==> src/rtl/core/rrbm_pkg.sv <==
package rrbm_pkg;

    localparam logic [1:0] OP_READ  = 2'd0;
    localparam logic [1:0] OP_WRITE = 2'd1;
    localparam logic [1:0] OP_TICK  = 2'd2;
    localparam logic [1:0] OP_NOP   = 2'd3;

    localparam logic [2:0] KIND_ROM    = 3'd0;
    localparam logic [2:0] KIND_RAM_RD = 3'd1;
    localparam logic [2:0] KIND_RAM_WR = 3'd2;
    localparam logic [2:0] KIND_CLOCK  = 3'd3;
    localparam logic [2:0] KIND_OPEN   = 3'd4;
    localparam logic [2:0] KIND_NONE   = 3'd5;

    localparam logic [1:0] CFG_ROM_COUNT = 2'd0;
    localparam logic [1:0] CFG_RAM_COUNT = 2'd1;
    localparam logic [1:0] CFG_HAS_CLOCK = 2'd2;

    localparam logic [7:0] RTC_SEC  = 8'h08;
    localparam logic [7:0] RTC_MIN  = 8'h09;
    localparam logic [7:0] RTC_HOUR = 8'h0A;
    localparam logic [7:0] RTC_DAYL = 8'h0B;
    localparam logic [7:0] RTC_DAYH = 8'h0C;

    localparam logic [7:0] RAM_ENABLE_KEY = 8'h0A;
    localparam logic [7:0] LATCH_ARM      = 8'h00;
    localparam logic [7:0] LATCH_FIRE     = 8'h01;
    localparam logic [7:0] OPEN_BUS       = 8'hFF;
    localparam logic [7:0] MAX_ROM_BANKS  = 8'd128;
    localparam logic [7:0] ROM_COUNT_RST  = 8'd2;

    localparam logic [5:0] SEC_LAST  = 6'd59;
    localparam logic [4:0] HOUR_LAST = 5'd23;
    localparam logic [8:0] DAY_LAST  = 9'd511;

    // Remainder unit handles two dividend bits per cycle over an 8-bit dividend.
    localparam logic [1:0] DIV_LAST_STEP = 2'd3;

    localparam int IN_W  = 32;
    localparam int OUT_W = 32;

    typedef enum logic [1:0] {
        ST_IDLE,
        ST_DIV,
        ST_DONE
    } t_state;

    typedef struct packed {
        logic load;
        logic div_step;
        logic out_load;
    } t_cmd;

    typedef struct packed {
        logic need_div;
        logic out_busy;
    } t_sts;

endpackage

==> src/rtl/core/rrbm_ctrl.sv <==
module rrbm_ctrl (
    input  logic           i_clk,
    input  logic           i_rst_n,
    input  logic           i_in_valid,
    output logic           o_in_ready,
    input  rrbm_pkg::t_sts i_sts,
    output rrbm_pkg::t_cmd o_cmd
);

    rrbm_pkg::t_state r_state, n_state;
    logic [1:0]       r_step, n_step;

    always_ff @(posedge i_clk) begin
        if (!i_rst_n) begin
            r_state <= rrbm_pkg::ST_IDLE;
            r_step  <= '0;
        end else begin
            r_state <= n_state;
            r_step  <= n_step;
        end
    end

    always_comb begin
        n_state = r_state;
        n_step  = r_step;
        unique case (r_state)
            rrbm_pkg::ST_IDLE: begin
                n_step = '0;
                if (i_in_valid) begin
                    n_state = i_sts.need_div ? rrbm_pkg::ST_DIV : rrbm_pkg::ST_DONE;
                end
            end
            rrbm_pkg::ST_DIV: begin
                n_step = r_step + 2'd1;
                if (r_step == rrbm_pkg::DIV_LAST_STEP) begin
                    n_state = rrbm_pkg::ST_DONE;
                end
            end
            rrbm_pkg::ST_DONE: begin
                if (!i_sts.out_busy) begin
                    n_state = rrbm_pkg::ST_IDLE;
                end
            end
            default: n_state = rrbm_pkg::ST_IDLE;
        endcase
    end

    always_comb begin
        o_in_ready     = 1'b0;
        o_cmd.load     = 1'b0;
        o_cmd.div_step = 1'b0;
        o_cmd.out_load = 1'b0;
        unique case (r_state)
            rrbm_pkg::ST_IDLE: begin
                o_in_ready = 1'b1;
                o_cmd.load = i_in_valid;
            end
            rrbm_pkg::ST_DIV: begin
                o_cmd.div_step = 1'b1;
            end
            rrbm_pkg::ST_DONE: begin
                o_cmd.out_load = !i_sts.out_busy;
            end
            default: o_in_ready = 1'b0;
        endcase
    end

    a_div_ends: assert property (@(posedge i_clk) disable iff (!i_rst_n)
        (r_state == rrbm_pkg::ST_DIV && r_step == rrbm_pkg::DIV_LAST_STEP)
        |=> r_state == rrbm_pkg::ST_DONE)
        else $error("remainder unit did not finish after its last step");

    a_step_idle: assert property (@(posedge i_clk) disable iff (!i_rst_n)
        (r_state == rrbm_pkg::ST_IDLE) |=> (r_step == 2'd0))
        else $error("step counter not cleared on leaving idle");

endmodule

==> src/rtl/core/rrbm_dp.sv <==
module rrbm_dp (
    input  logic                       i_clk,
    input  logic                       i_rst_n,
    input  logic                       i_cfg_valid,
    input  logic [1:0]                 i_cfg_index,
    input  logic [7:0]                 i_cfg_data,
    input  logic [rrbm_pkg::IN_W-1:0]  i_in_data,
    output logic [rrbm_pkg::OUT_W-1:0] o_out_data,
    output logic                       o_out_valid,
    input  logic                       i_out_ready,
    input  rrbm_pkg::t_cmd             i_cmd,
    output rrbm_pkg::t_sts             o_sts
);

    logic [1:0]  w_op;
    logic [15:0] w_addr;
    logic [7:0]  w_wdata;

    assign w_op    = i_in_data[1:0];
    assign w_addr  = i_in_data[17:2];
    assign w_wdata = i_in_data[25:18];

    logic [7:0] r_rom_count;
    logic [3:0] r_ram_count;
    logic       r_has_clock;

    logic       r_ram_en,   n_ram_en;
    logic [6:0] r_rom_sel,  n_rom_sel;
    logic [7:0] r_ram_sel,  n_ram_sel;
    logic [7:0] r_prev_lat, n_prev_lat;

    logic [5:0] r_sec,  n_sec,  r_lsec,  n_lsec;
    logic [5:0] r_min,  n_min,  r_lmin,  n_lmin;
    logic [4:0] r_hour, n_hour, r_lhour, n_lhour;
    logic [8:0] r_day,  n_day,  r_lday,  n_lday;
    logic       r_cry,  n_cry,  r_lcry,  n_lcry;

    logic [2:0]  r_kind,  n_kind;
    logic [20:0] r_maddr, n_maddr;
    logic [7:0]  r_rdata, n_rdata;
    logic        r_need_div;

    logic [7:0] r_rem, r_dividend, r_div_m;
    logic [7:0] w_rem1, w_rem2;

    logic        r_out_valid;
    logic [2:0]  r_out_kind;
    logic [20:0] r_out_addr;
    logic [7:0]  r_out_rdata;

    logic       w_ram_hit;
    logic       w_clk_hit;
    logic       w_upper_rom;
    logic [7:0] w_lat_byte;
    logic [7:0] w_m;

    assign w_upper_rom = (w_op == rrbm_pkg::OP_READ) && (w_addr[15:14] == 2'b01);
    assign w_ram_hit   = r_ram_sel < {4'd0, r_ram_count};
    assign w_clk_hit   = r_has_clock && (r_ram_sel >= rrbm_pkg::RTC_SEC)
                         && (r_ram_sel <= rrbm_pkg::RTC_DAYH);
    assign w_m         = (r_rom_count > rrbm_pkg::MAX_ROM_BANKS) ?
                         rrbm_pkg::MAX_ROM_BANKS : r_rom_count;

    assign o_sts.need_div = w_upper_rom;
    assign o_sts.out_busy = r_out_valid && !i_out_ready;

    always_comb begin
        case (r_ram_sel)
            rrbm_pkg::RTC_SEC:  w_lat_byte = {2'd0, r_lsec};
            rrbm_pkg::RTC_MIN:  w_lat_byte = {2'd0, r_lmin};
            rrbm_pkg::RTC_HOUR: w_lat_byte = {3'd0, r_lhour};
            rrbm_pkg::RTC_DAYL: w_lat_byte = r_lday[7:0];
            rrbm_pkg::RTC_DAYH: w_lat_byte = {r_lcry, 6'd0, r_lday[8]};
            default:            w_lat_byte = 8'd0;
        endcase
    end

    always_comb begin
        n_ram_en   = r_ram_en;
        n_rom_sel  = r_rom_sel;
        n_ram_sel  = r_ram_sel;
        n_prev_lat = r_prev_lat;
        n_sec  = r_sec;  n_min  = r_min;  n_hour  = r_hour;
        n_day  = r_day;  n_cry  = r_cry;
        n_lsec = r_lsec; n_lmin = r_lmin; n_lhour = r_lhour;
        n_lday = r_lday; n_lcry = r_lcry;
        n_kind  = rrbm_pkg::KIND_NONE;
        n_maddr = '0;
        n_rdata = '0;
        case (w_op)
            rrbm_pkg::OP_TICK: begin
                if (r_has_clock) begin
                    if (r_sec != rrbm_pkg::SEC_LAST) begin
                        n_sec = r_sec + 6'd1;
                    end else begin
                        n_sec = '0;
                        if (r_min != rrbm_pkg::SEC_LAST) begin
                            n_min = r_min + 6'd1;
                        end else begin
                            n_min = '0;
                            if (r_hour != rrbm_pkg::HOUR_LAST) begin
                                n_hour = r_hour + 5'd1;
                            end else begin
                                n_hour = '0;
                                if (r_day == rrbm_pkg::DAY_LAST) begin
                                    n_day = '0;
                                    n_cry = 1'b1;
                                end else begin
                                    n_day = r_day + 9'd1;
                                end
                            end
                        end
                    end
                end
            end
            rrbm_pkg::OP_READ: begin
                if (w_addr[15] == 1'b0) begin
                    n_kind  = rrbm_pkg::KIND_ROM;
                    n_maddr = {7'd0, w_addr[13:0]};
                end else begin
                    n_kind  = rrbm_pkg::KIND_OPEN;
                    n_rdata = rrbm_pkg::OPEN_BUS;
                    if (w_addr[15:13] == 3'b101 && r_ram_en) begin
                        if (w_ram_hit) begin
                            n_kind  = rrbm_pkg::KIND_RAM_RD;
                            n_rdata = '0;
                            n_maddr = {4'd0, r_ram_sel[3:0], w_addr[12:0]};
                        end else if (w_clk_hit) begin
                            n_kind  = rrbm_pkg::KIND_CLOCK;
                            n_rdata = w_lat_byte;
                        end
                    end
                end
            end
            rrbm_pkg::OP_WRITE: begin
                case (w_addr[15:13])
                    3'b000: n_ram_en = (w_wdata == rrbm_pkg::RAM_ENABLE_KEY);
                    3'b001: n_rom_sel = (w_wdata[6:0] == 7'd0) ? 7'd1 : w_wdata[6:0];
                    3'b010: n_ram_sel = w_wdata;
                    3'b011: begin
                        if (r_has_clock) begin
                            if (r_prev_lat == rrbm_pkg::LATCH_ARM
                                && w_wdata == rrbm_pkg::LATCH_FIRE) begin
                                n_lsec  = r_sec;
                                n_lmin  = r_min;
                                n_lhour = r_hour;
                                n_lday  = r_day;
                                n_lcry  = r_cry;
                            end
                            n_prev_lat = w_wdata;
                        end
                    end
                    3'b101: begin
                        if (r_ram_en) begin
                            if (w_ram_hit) begin
                                n_kind  = rrbm_pkg::KIND_RAM_WR;
                                n_maddr = {4'd0, r_ram_sel[3:0], w_addr[12:0]};
                            end else if (w_clk_hit) begin
                                n_kind = rrbm_pkg::KIND_CLOCK;
                                case (r_ram_sel)
                                    rrbm_pkg::RTC_SEC: begin
                                        n_sec   = w_wdata[5:0];
                                        n_rdata = {2'd0, w_wdata[5:0]};
                                    end
                                    rrbm_pkg::RTC_MIN: begin
                                        n_min   = w_wdata[5:0];
                                        n_rdata = {2'd0, w_wdata[5:0]};
                                    end
                                    rrbm_pkg::RTC_HOUR: begin
                                        n_hour  = w_wdata[4:0];
                                        n_rdata = {3'd0, w_wdata[4:0]};
                                    end
                                    rrbm_pkg::RTC_DAYL: begin
                                        n_day   = {r_day[8], w_wdata};
                                        n_rdata = w_wdata;
                                    end
                                    default: begin
                                        n_day   = {w_wdata[0], r_day[7:0]};
                                        n_cry   = w_wdata[7];
                                        n_rdata = {w_wdata[7], 6'd0, w_wdata[0]};
                                    end
                                endcase
                            end
                        end
                    end
                    default: n_kind = rrbm_pkg::KIND_NONE;
                endcase
            end
            default: n_kind = rrbm_pkg::KIND_NONE;
        endcase
    end

    always_comb begin
        w_rem1 = {r_rem[6:0], r_dividend[7]};
        if (w_rem1 >= r_div_m) begin
            w_rem1 = w_rem1 - r_div_m;
        end
        w_rem2 = {w_rem1[6:0], r_dividend[6]};
        if (w_rem2 >= r_div_m) begin
            w_rem2 = w_rem2 - r_div_m;
        end
    end

    always_ff @(posedge i_clk) begin
        if (!i_rst_n) begin
            r_rom_count <= rrbm_pkg::ROM_COUNT_RST;
            r_ram_count <= '0;
            r_has_clock <= 1'b0;
        end else if (i_cfg_valid) begin
            case (i_cfg_index)
                rrbm_pkg::CFG_ROM_COUNT: r_rom_count <= i_cfg_data;
                rrbm_pkg::CFG_RAM_COUNT: r_ram_count <= i_cfg_data[3:0];
                rrbm_pkg::CFG_HAS_CLOCK: r_has_clock <= i_cfg_data[0];
                default: ;
            endcase
        end
    end

    always_ff @(posedge i_clk) begin
        if (!i_rst_n) begin
            r_ram_en   <= 1'b0;
            r_rom_sel  <= 7'd1;
            r_ram_sel  <= '0;
            r_prev_lat <= '0;
            r_sec  <= '0; r_min  <= '0; r_hour  <= '0; r_day  <= '0; r_cry  <= 1'b0;
            r_lsec <= '0; r_lmin <= '0; r_lhour <= '0; r_lday <= '0; r_lcry <= 1'b0;
        end else if (i_cmd.load) begin
            r_ram_en   <= n_ram_en;
            r_rom_sel  <= n_rom_sel;
            r_ram_sel  <= n_ram_sel;
            r_prev_lat <= n_prev_lat;
            r_sec  <= n_sec;  r_min  <= n_min;  r_hour  <= n_hour;
            r_day  <= n_day;  r_cry  <= n_cry;
            r_lsec <= n_lsec; r_lmin <= n_lmin; r_lhour <= n_lhour;
            r_lday <= n_lday; r_lcry <= n_lcry;
        end
    end

    always_ff @(posedge i_clk) begin
        if (i_cmd.load) begin
            r_kind     <= n_kind;
            r_maddr    <= n_maddr;
            r_rdata    <= n_rdata;
            r_need_div <= w_upper_rom;
            r_rem      <= '0;
            r_dividend <= {1'b0, r_rom_sel};
            r_div_m    <= w_m;
        end else if (i_cmd.div_step) begin
            r_rem      <= w_rem2;
            r_dividend <= {r_dividend[5:0], 2'b00};
        end
    end

    always_ff @(posedge i_clk) begin
        if (!i_rst_n) begin
            r_out_valid <= 1'b0;
        end else if (i_cmd.out_load) begin
            r_out_valid <= 1'b1;
        end else if (i_out_ready) begin
            r_out_valid <= 1'b0;
        end
    end

    always_ff @(posedge i_clk) begin
        if (i_cmd.out_load) begin
            r_out_kind  <= r_kind;
            r_out_addr  <= r_need_div ? {r_rem[6:0], r_maddr[13:0]} : r_maddr;
            r_out_rdata <= r_rdata;
        end
    end

    assign o_out_valid = r_out_valid;
    assign o_out_data  = {r_out_rdata, r_out_addr, r_out_kind};

    a_load_free: assert property (@(posedge i_clk) disable iff (!i_rst_n)
        i_cmd.out_load |-> !(r_out_valid && !i_out_ready))
        else $error("result register overwritten while a beat is pending");

    a_rem_range: assert property (@(posedge i_clk) disable iff (!i_rst_n)
        (i_cmd.out_load && r_need_div && r_div_m != 8'd0) |-> (r_rem < r_div_m))
        else $error("bank remainder not below the bank count");

    a_kind_range: assert property (@(posedge i_clk) disable iff (!i_rst_n)
        r_out_valid |-> (r_out_kind <= rrbm_pkg::KIND_NONE))
        else $error("result kind out of range");

endmodule

==> src/rtl/core/rom_ram_bank_mapper_with_rtc.sv <==
// Each input beat is registered; then, for reads of the switchable ROM window,
// the bank remainder unit runs four steps before the result register is loaded.
// One beat is handled at a time, and a stalled output holds it in the done state;
// the next input beat is taken while the previous result still waits at the output.
// Reset (i_rst_n low, synchronous) restores bank 1, RAM disabled, clock counters zero.
module rom_ram_bank_mapper_with_rtc (
    input  logic        i_clk,
    input  logic        i_rst_n,
    input  logic        i_cfg_valid,
    output logic        o_cfg_ready,
    input  logic [1:0]  i_cfg_index,
    input  logic [7:0]  i_cfg_data,
    input  logic        s_axis_tvalid,
    output logic        s_axis_tready,
    // bus_address[15:0], write_data[23:16]
    input  logic [23:0] s_axis_tdata,
    // opcode[1:0]
    input  logic [1:0]  s_axis_tuser,
    output logic        m_axis_tvalid,
    input  logic        m_axis_tready,
    // memory_address[20:0], read_data[28:21], zero fill[31:29]
    output logic [31:0] m_axis_tdata,
    // access_kind[2:0]
    output logic [2:0]  m_axis_tuser
);

    rrbm_pkg::t_cmd w_cmd;
    rrbm_pkg::t_sts w_sts;

    logic [rrbm_pkg::IN_W-1:0]  w_in_data;
    logic [rrbm_pkg::OUT_W-1:0] w_out_data;

    assign o_cfg_ready = 1'b1;

    assign w_in_data    = {6'd0, s_axis_tdata, s_axis_tuser};
    assign m_axis_tuser = w_out_data[2:0];
    assign m_axis_tdata = {3'd0, w_out_data[31:3]};

    rrbm_ctrl u_ctrl (
        .i_clk      (i_clk),
        .i_rst_n    (i_rst_n),
        .i_in_valid (s_axis_tvalid),
        .o_in_ready (s_axis_tready),
        .i_sts      (w_sts),
        .o_cmd      (w_cmd)
    );

    rrbm_dp u_dp (
        .i_clk       (i_clk),
        .i_rst_n     (i_rst_n),
        .i_cfg_valid (i_cfg_valid),
        .i_cfg_index (i_cfg_index),
        .i_cfg_data  (i_cfg_data),
        .i_in_data   (w_in_data),
        .o_out_data  (w_out_data),
        .o_out_valid (m_axis_tvalid),
        .i_out_ready (m_axis_tready),
        .i_cmd       (w_cmd),
        .o_sts       (w_sts)
    );

endmodule

==> config.mk <==
export PLATFORM = sky130hd
export DESIGN_NAME = rom_ram_bank_mapper_with_rtc
export DESIGN_NICKNAME = d
export VERILOG_FILES = /design/src/rtl/core/rrbm_pkg.sv /design/src/rtl/core/rrbm_ctrl.sv /design/src/rtl/core/rrbm_dp.sv /design/src/rtl/core/rom_ram_bank_mapper_with_rtc.sv
export SDC_FILE = /design/constraint.sdc
export NUM_CORES = 1
export LEC_CHECK = 0
export BUFFER_PORTS_ARGS = -buffer_cell sky130_fd_sc_hd__buf_2
export CORE_MARGIN = 3
export CORE_UTILIZATION = 35
export CTS_CLUSTER_SIZE = 10
export DETAILED_ROUTE_END_ITERATION = 10
export PLACE_DENSITY_LB_ADDON = 0.05
export SLEW_MARGIN = 20
export SYNTH_ARGS = -nofsm -noshare
export SYNTH_HDL_FRONTEND = slang
export SYNTH_SLANG_ARGS = --single-unit
==> constraint.sdc <==
create_clock -name i_clk -period 5.2 [get_ports i_clk]
set_clock_uncertainty 0.2 [all_clocks]
set_input_delay 0.26 -clock i_clk [delete_from_list [all_inputs] [get_ports i_clk]]
set_output_delay 0.26 -clock i_clk [all_outputs]
set_load 0.05 [all_outputs]
# [Word-level counts from Yosys, hierarchy flattened]
# Index checks and enable logic that the tools add are counted.
[totals] register_bits=184 inputBits=41 out_inout_bits=38 wordCells=216
[op_classes] addsub=7 magnitude_cmp=6 n_eq_ne=42 muxes=93 n_reduce_logical=36
[ops] operator="2-to-1 mux 6 bit" n=15
[ops] operator="2-to-1 mux 21 bit" n=4
[ops] operator="2-to-1 mux 9 bit" n=9
[ops] operator="2-to-1 mux 8 bit" n=8
[ops] operator="equality test 8 x 4 -> 1 bit, second input constant" n=6
[ops] operator="2-to-1 mux 5 bit" n=9
[ops] operator="one-hot mux 21 bit (2 select lines)" n=1
[ops] operator="one-hot mux 8 bit (5 select lines)" n=1
[ops] operator="one-hot mux 9 bit (2 select lines)" n=2
[ops] operator="AND reduction 12 bit" n=3
[ops] operator="2-to-1 mux 7 bit" n=5
[ops] operator="2-to-1 mux 17 bit" n=2
[ops] operator="2-to-1 mux 3 bit" n=8
[ops] operator="one-hot mux 6 bit (2 select lines)" n=2
[ops] operator="one-hot mux 8 bit (3 select lines)" n=1
[ops] operator="inequality test 2 x 1 -> 1 bit, second input constant" n=10
[ops] operator="inequality test 2 bit, second input constant" n=9
[ops] operator=">= comparator 8 bit" n=2
[ops] operator="2-to-1 mux 1 bit" n=16
[ops] operator="one-hot mux 8 bit (2 select lines)" n=1
[ops] operator="subtractor 7 bit" n=2
[ops] operator="adder 6 x 1 -> 6 bit, second input constant" n=2
[ops] operator="inequality test 6 bit, second input constant" n=2
[ops] operator="AND reduction 3 bit" n=4
[ops] operator="37 further kinds" n=60

# [Depth between registers and ports, before layout]
# Gate-level depths: netlist (run 1).
[depth] depth_word=8 depth_mapped=15 mapped_depth_nobuf=15

# [Hierarchy]
# From an unflattened synthesis (run 1), not the netlist that was laid out.
[unflattened] cells_unflattened=830 hier_area_um2=8665.8
[modules_own_cells] module="rrbm_dp" n_inst=1 cells_per_inst=800 area_per_inst_um2=8419.3 seq_area_each_um2=4284.1
[modules_own_cells] module="rrbm_ctrl" n_inst=1 cells_per_inst=24 area_per_inst_um2=209.0 seq_area_each_um2=80.1
[modules_own_cells] module="rom_ram_bank_mapper_with_rtc" n_inst=1 cells_per_inst=6 area_per_inst_um2=37.5 seq_area_each_um2=0.0

# [Worst setup path after synthesis (run 1)]
# OpenSTA, ideal clock, no wires.
[synth_timing] path_kind="reg-to-reg" startpoint="register u_dp.r_div_m[0]" endpoint="register u_dp.r_rem[3]" setup_ns=0.122 arrival_time_ns=3.612 t_required_ns=4.878 setup_slack_ns=1.266 stages_incl_launch_ff=14 n_path_buf=0 period_less_slack_ns=3.934 path_cell_list="edfxtp_1 > ha_1 > inv_1 > fa_1 > nand3_1 > and3_1 > o211ai_1 > mux2_2 > ha_1 > a21oi_1 > a21oi_1 > o41ai_1 > a2111oi_0 > a221o_1"
[synth_between] elab_chain_len=4 word_cells_on_any_way=6 cone_classes="add/sub (2); order compare (2); mux (2)"
[synth_lines] element="start, declared" line="rrbm_dp.sv:43" rtl="logic [7:0] r_rem, r_dividend, r_div_m;"
[synth_lines] element="start signal, assigned" line="rrbm_dp.sv:247" rtl="r_div_m <= w_m;"
[synth_lines] element="subtractor 7 bit or >= comparator 8 bit (tied branches)" line="rrbm_dp.sv:196, rrbm_dp.sv:195"
[synth_lines] element="2-to-1 mux 7 bit" line="rrbm_dp.sv:195" rtl="if (w_rem1 >= r_div_m) begin"
[synth_lines] element="subtractor 7 bit or >= comparator 8 bit (tied branches)" line="rrbm_dp.sv:200, rrbm_dp.sv:199"
[synth_lines] element="2-to-1 mux 7 bit (*)" line="rrbm_dp.sv:199" rtl="if (w_rem2 >= r_div_m) begin"
[synth_lines] element="end signal, assigned" line="rrbm_dp.sv:249" rtl="r_rem <= w_rem2;"
[synth_lines] element="end, declared" line="rrbm_dp.sv:43"
# Every way passes the cells marked *; elsewhere a longest branch is shown, timed or not.
# A chain may end at the register's enable or synchronous reset.

# [Worst setup path after layout (run 1)]
[layout_timing] startpoint="register u_dp.r_dividend[7]" endpoint="register u_dp.r_rem[2]"
[layout_between] elab_chain_len=4 word_cells_on_any_way=6 cone_classes="add/sub (2); order compare (2); mux (2)"
[layout_lines] element="start, declared" line="rrbm_dp.sv:43"
[layout_lines] element="start signal, assigned" line="rrbm_dp.sv:246" rtl="r_dividend <= {1'b0, r_rom_sel};"
[layout_lines] element="start signal, assigned" line="rrbm_dp.sv:250" rtl="r_dividend <= {r_dividend[5:0], 2'b00};"
[layout_lines] element="subtractor 7 bit or >= comparator 8 bit (tied branches)" line="rrbm_dp.sv:196, rrbm_dp.sv:195"
[layout_lines] element="2-to-1 mux 7 bit (*)" line="rrbm_dp.sv:195"
[layout_lines] element="subtractor 7 bit or >= comparator 8 bit (tied branches)" line="rrbm_dp.sv:200, rrbm_dp.sv:199"
[layout_lines] element="2-to-1 mux 7 bit (*)" line="rrbm_dp.sv:199"
# Marks and branches as above.

==> flow_summary.ini, run 1 <==
[critical_path]
critPathLaunchType = flip-flop
crit_type = flip-flop to flip-flop
path_buf_inv = 4
cp_common_cell = inv_1
slowest_stage = o41a_1
cpLargestDelayFamily = compound AO/OA/AOI/OAI gates
path_max_fanout = 7
worstSetupEndpointType = flip-flop
arrival_ns = 4.10
cp.required_ns = 5.32
crit_chain = inv_1 -> ha_1 -> inv_1 -> fa_1 -> nand3_1 -> and3_1 -> o211ai_1 -> buf_4 -> mux2_2 -> inv_1 -> fa_1 -> a21oi_1 -> a21oi_1 -> o41a_1 -> a32o_1 -> a21o_1
critPathMaxStageDelay_ns = 0.47

[synthesis]
ys_seq_area_frac = 0.488
synth-seq-cells = 180
syn-instance-count = 878
syn_avg_cell_area_um2 = 10.2
async_flop_share = 0
netlist.area_leader.share = 0.255
yosysMostFrequentCell = dfxtp_1
synth_area_leader_cell = edfxtp_1
synth_edf_count = 76
ys_top_cells_by_area = edfxtp_1, dfxtp_1, mux2i_1
synth_commonest_cells = dfxtp_1, nor2_1, nand2_1
synth_area_mm2 = 0.00894
yosys_warnings = 0
synth_flop_cell = dfxtp_1
synth_cell_types = 75

[grt]
grt_pass1_vias = 6909
overflow = 0
grtUsageMet2 = 0.294
antenna_found_initial = 0
track_usage = 0.179
grt_pass1_wl_mm = 39.4
use_met1 = 0.241
met3_usage = 0.0302
busiest_layer = met2
grt_max_degree = 52

[die]
fp.dieW_um = 166
rows = 57
die_y_um = 166
die_area_mm2 = 0.0275
ios = 79
floorplan.core_area_mm2 = 0.0247
initial_core_util = 0.362

[clock_tree]
cts_sinks = 180
clkTransAtPathRegs_ns = 0.07
clock_path_buffers = 2
cts_tree = yes
post_cts_buffers = 0
clockRootBuffer = clkbuf_16
cts_max_level = 4
clk_latency_ns = 0.43
cts_buffers = 17

[sta]
finalHoldViolCount = 0
period_share = 0.765
drv_slew = 0
finalSetupViolCount = 0
fin_setup_tns_ns = 0
rsz0062_at_grt = false
worst_slew_pin_slew_ns = 0.992
max_slew_margin = 0.336
finalCriticalPeriod_ns = 3.98
hold_slack_ns = 0.0316
fmax_mhz = 251

[power]
p_per_area_mw_per_mm2 = 300
p_leak_nw = 4.15
ir_drop_v = 0.000215

[detailed_routing]
remaining_drc_errors = 0
drtIter0Drc = 478
vias = 7032
wl_per_cell_um = 18.9
viasPerCell = 5.39
dr.pass1.iters = 7
wl_mm = 24.7
ant_nets = 0

[layout]
drive_above_1_share = 0.147
multiInputGateArea_mm2 = 0.00426
nets = 1038
synthToLayoutAreaGrowth_pct = 17.4
register_area_mm2 = 0.00436
insertedDiodeCount = 0
fillerInstances = 2456

[run_status]
status = complete, no violations

[flow_run]
max-cap-violations = 0

[placement]
dp_hpwl_mm = 17.8
gp_congestion = 0.813
io_buffers = 74

[min_path]
hold_class = input port to flip-flop
-- metrics by stage --
| step | setup WS [ns] | cells | cell area, um2 | util | total power [W] |
|---|---|---|---|---|---|
| after global routing | 0.897 | 1304 | 10500 | 0.425 | 0.00328 |
| after global placement | 1.27 | 1243 | 9610 | 0.390 | 0.00187 |
| final | 1.22 | 1304 | 10500 | 0.425 | 0.00315 |
| after floorplan | 1.27 | 880 | 8940 | - | 0.00177 |
| after CTS | 1.21 | 1304 | 10500 | 0.425 | 0.00319 |
| after detailed placement | 1.22 | 1243 | 9610 | 0.390 | 0.00187 |
-- worst reg2reg max path, stage by stage (launching register included) --
cell,delay (ns)
dfxtp_1,0.30
inv_1,0.09
ha_1,0.17
inv_1,0.05
fa_1,0.41
nand3_1,0.13
and3_1,0.22
o211ai_1,0.12
buf_4,0.18
mux2_2,0.24
inv_1,0.07
fa_1,0.44
a21oi_1,0.25
a21oi_1,0.13
o41a_1,0.47
a32o_1,0.28
a21o_1,0.14
-- flip-flops by register name, summed over array words and instances, names as in the netlist, 3 cells and up --
name,flops
u_dp.r_out_addr,21
u_dp.r_maddr,17
u_dp.r_day,9
u_dp.r_lday,9
u_dp.r_div_m,8
u_dp.r_dividend,8
u_dp.r_out_rdata,8
u_dp.r_prev_lat,8
u_dp.r_ram_sel,8
u_dp.r_rdata,8
u_dp.r_rom_count,8
u_dp.r_rem,7
u_dp.r_rom_sel,7
u_dp.r_lmin,6
u_dp.r_lsec,6
u_dp.r_min,6
u_dp.r_sec,6
u_dp.r_hour,5
u_dp.r_lhour,5
u_dp.r_ram_count,4
u_dp.r_kind,3
u_dp.r_out_kind,3
-- what timing repair did --
| action | 4_1_cts | 5_1_grt |
|---|---|---|
| resized for setup | 0 | 0 |
| endpoints found under the hold margin | 44 | 0 |
| hold buffers | 29 | 0 |
-- placed cells by master, fill, tap and decap left out, types with 9 or more instances in the layout --
cell type      instances
nor2b_1               34
dfxtp_1              104
clkbuf_16             17
and2_1                12
buf_2                 74
nand2_1               78
o22ai_1               13
dlygate4sd3_1         29
buf_4                 12
mux2i_1               76
nand2b_1              11
edfxtp_1              76
a21oi_1               24
o31ai_1                9
ha_1                  28
nor2_1                92
mux2_2                 9
o21ai_0               28
nand4_1               14
nand3_1               21
nor3_1                16
nor4_1                11
inv_1                 31
-- cells by family (layout without fill, tap and decap cells) --
kind of cell	Yosys count	in the layout	share of synthesized area
AOI/OAI and AO/OA	155	155	0.125
other	2	4	0.000840
adders and majority gates	30	30	0.0437
xor gates and xnor gates	8	8	0.00784
and+or+nand+nor	333	333	0.188
DFF	180	180	0.488
muxes	90	90	0.109
buffers and inverters	80	180	0.0368
-- final cells by class --
type                            count  share of cell area
Sequential cell                   180               0.416
Multi-Input combinational cell    620               0.406
Timing Repair Buffer              115              0.0715
Clock buffer                       18              0.0409
Tap cell                          324              0.0386
Clock inverter                     14              0.0155
Inverter                           33              0.0118
-- power breakdown --
| group | leakage (nW) | internal, W | switching, W |
|---|---|---|---|
| Combinational | 2.27 | 0.000102 | 0.000218 |
| Clock | 0.290 | 0.000650 | 0.000641 |
| Sequential | 1.59 | 0.00152 | 0.0000192 |
| Total | 4.15 | 0.00227 | 0.000878 |
-- layer usage --
layer / up-vias / part of all wire
met5: - / 0
met1: 3396 / 0.46
met3: 37 / 0.039
met4: 0 / 0.023
met2: 187 / 0.47
li1: 3412 / -
-- final timing paths --
| path | start | to | slack [ns] | depth (start not counted) |
|---|---|---|---|---|
| max | u_dp.r_dividend[7] | u_dp.r_rem[2] | 1.22 | 16 |
| min | i_cfg_index[1] | u_dp.r_has_clock | 0.03 | 4 |
| max reg2reg | u_dp.r_dividend[7] | u_dp.r_rem[2] | 1.22 | 16 |
| min reg2reg | u_dp.r_rdata[7] | u_dp.r_out_rdata[7] | 0.22 | 0 |
Note: power is estimated with default switching activity, not from simulation.
==> run 2, diff against run 1 <==
--- a/config.mk
+++ b/config.mk
@@ -5,6 +5,7 @@
 export SDC_FILE = /design/constraint.sdc
 export NUM_CORES = 1
 export LEC_CHECK = 0
+export ABC_AREA = 1
 export BUFFER_PORTS_ARGS = -buffer_cell sky130_fd_sc_hd__buf_2
 export CORE_MARGIN = 3
 export CORE_UTILIZATION = 35
==> constraint.sdc (replaced) <==
create_clock -name i_clk -period 3.99 [get_ports i_clk]
set_clock_uncertainty 0.2 [all_clocks]
set_input_delay 0.1995 -clock i_clk [delete_from_list [all_inputs] [get_ports i_clk]]
set_output_delay 0.1995 -clock i_clk [all_outputs]
set_load 0.05 [all_outputs]
==> run 2 against run 1 <==
Effect of this change: largest power group unchanged; area after synthesis increased by 0.25%; setup slack got worse by 0.76 ns; synthesized cell count increased by 31%; via count increased by 6.6%; largest cell class unchanged; combinational power increased by 61%; sequential cell count unchanged; critical path type unchanged; cell count increased by 22%; design area increased by 0.86%; sequential power increased by 32%; clock-buffer cell count decreased by 1; worst hold slack improved by 0.013 ns.
==> flow_summary.ini, run 2 <==
[die]
initial_core_util = 0.362
die_area_mm2 = 0.0276
ios = 79
die_y_um = 166
fp.dieW_um = 166
floorplan.core_area_mm2 = 0.0247
rows = 57

[layout]
largest_register_ffs = 21
regMostFlops = u_dp.r_out_addr
largestRegisters = u_dp.r_out_addr (21), u_dp.r_maddr (17)
multiInputGateArea_mm2 = 0.00374
layout_commonest_cell = nand2_1
synthToLayoutAreaGrowth_pct = 18.1
layout_common_cells = nand2_1, nor2_1, inv_1
register_area_mm2 = 0.00436
insertedDiodeCount = 0
nets = 1323
drive_above_1_share = 0.105
fillerInstances = 2537

[critical_path]
crit_type = flip-flop to flip-flop
worstSetupEndpointType = flip-flop
reg2reg_slack_ns = 0.47
crit-reg2reg-launch = u_dp.r_dividend[7]
cp.required_ns = 4.17
r2r-end = u_dp.r_rem[5]
path_max_fanout = 11
critPathLaunchType = flip-flop
arrival_ns = 3.70
r2r.worst_path.cells = 20

[detailed_routing]
vias = 7493
remaining_drc_errors = 0
viasPerCell = 4.72
ant_nets = 0
wl_mm = 23.1
wl_per_cell_um = 14.5
dr.pass1.iters = 5
drtIter0Drc = 523

[grt]
track_usage = 0.169
grt_max_degree = 82
grt_pass1_vias = 7147
overflow = 0
antenna_found_initial = 0
grt_pass1_wl_mm = 37.9

[clock_tree]
clock_path_buffers = 2
clk_latency_ns = 0.43
cts_buffers = 17
clkTransAtPathRegs_ns = 0.08
cts_max_level = 4
cts_sinks = 180
clockRootBuffer = clkbuf_16
cts_tree = yes

[sta]
rsz0062_at_grt = false
worst_slew_pin_slew_ns = 0.990
period_share = 0.883
finalHoldViolCount = 0
drv_slew = 0
finalSetupViolCount = 0
fmax_mhz = 284
fin_setup_tns_ns = 0
finalCriticalPeriod_ns = 3.52
max_slew_margin = 0.338

[min_path]
hp-start = s_axis_tvalid
hold_path_depth = 3
min_to = u_ctrl.r_state[1]
hold_class = input port to flip-flop

[power]
p_sw_w = 0.00126
p_leak_nw = 4.66
power_w = 0.00429
p_per_area_mw_per_mm2 = 405
p_seq_frac = 0.475
pwr-share-comb = 0.120
ir_drop_v = 0.000222
intPower_w = 0.00302
p_sw_frac = 0.295
p_clk_frac = 0.405

[synthesis]
netlist.area_leader.share = 0.255
yosys_warnings = 0
ys_top_cells_by_area = edfxtp_1, dfxtp_1, nand2_1
synth_area_mm2 = 0.00896
synth_flop_cell = dfxtp_1
syn_avg_cell_area_um2 = 7.80
synth-seq-cells = 180
ys_seq_area_frac = 0.487
synth_edf_count = 76
synth_commonest_cells = nand2_1, nor2_1, inv_1
yosysMostFrequentCell = nand2_1
synth_cell_types = 47
synth_area_leader_cell = edfxtp_1
syn-instance-count = 1149
async_flop_share = 0

[run_status]
status = complete, no violations

[flow_run]
max-cap-violations = 0

[placement]
io_buffers = 74
dp_hpwl_mm = 16.4
gp_congestion = 0.829
-- run 2: logic make-up (layout without fill, tap and decap cells) --
logic type	after synthesis	in the layout	synth area share
AND/OR/NAND/NOR	507	507	0.238
buffers and inverters	216	330	0.0975
AO/OA/AOI/OAI	199	199	0.118
flip-flops	180	180	0.487
other	2	4	0.000838
adder cells (fa/ha/maj)	30	30	0.0436
multiplexers	1	1	0.00126
XOR/XNOR	14	14	0.0137
-- run 2: timing repair --
action | CTS | global route
setup buffers | 0 | 3
hold buffers | 35 | 0
setup endpoints to repair | 0 | 7
resized for setup | 0 | 2
endpoints found under the hold margin | 48 | 0
-- run 2: power groups by stage --
stage                     combinational (W)  clock [W]  sequential (W)
after floorplan                    0.000269          0         0.00216
after global placement             0.000486          0         0.00208
after detailed placement           0.000485          0         0.00208
after CTS                          0.000511    0.00178         0.00204
after global routing               0.000575    0.00186         0.00205
final                              0.000515    0.00173         0.00204
-- run 2: worst max path at each step --
stage,from,to,slack [ns],cells after the start
4_1_cts,u_dp.r_dividend[7],u_dp.r_rem[1],0.30,19
2_1_floorplan,u_dp.r_dividend[7],u_dp.r_rem[5],0.85,19
6_report,u_dp.r_dividend[7],u_dp.r_rem[5],0.47,20
5_1_grt,u_dp.r_dividend[7],u_dp.r_rem[5],0.05,20
3_3_place_gp,u_dp.r_dividend[7],u_dp.r_rem[1],0.36,19
3_5_place_dp,u_dp.r_dividend[7],u_dp.r_rem[3],0.31,20
-- run 2: stage by stage --
step,util,setup WS (ns),instance area [um2],std cells,hold slack [ns]
2_1_floorplan,-,0.855,8970,1151,0.130
3_3_place_gp,0.387,0.363,9580,1519,0.201
3_5_place_dp,0.387,0.312,9580,1519,0.205
4_1_cts,0.426,0.300,10600,1586,0.0292
5_1_grt,0.428,0.0516,10600,1589,0.0506
6_report,0.428,0.467,10600,1589,0.0443
-- run 2: area by class of cell --
class | count | share of cell area
flip-flops and latches | 180 | 0.412
repair buffers | 116 | 0.0731
multi-input cells | 755 | 0.353
inverters | 182 | 0.0645
well taps | 324 | 0.0383
clock inverters | 15 | 0.0183
clock buffers | 17 | 0.0402
-- run 2: per-layer routing --
metal	track usage	vias to the layer above	routed length, um	share of wire
met2	0.258	149	9770	0.42
li1	-	3904	-	-
met1	0.251	3427	12200	0.53
met4	0.0351	0	213	0.0092
met3	0.0307	13	964	0.042
met5	0	-	0	0
-- run 2: critical path, stage by stage, from the launching register on --
cell	delay [ns]
dfxtp_1	0.30
inv_1	0.08
ha_1	0.14
inv_1	0.06
fa_1	0.41
nand3_1	0.09
nand2_1	0.09
o21ai_0	0.20
nand2_2	0.16
or2_2	0.30
nand2_1	0.10
inv_1	0.05
ha_1	0.29
nand2_1	0.10
inv_1	0.04
a21boi_0	0.22
nand3_2	0.17
buf_4	0.18
a21oi_1	0.14
o21ai_0	0.10
nand2_1	0.06
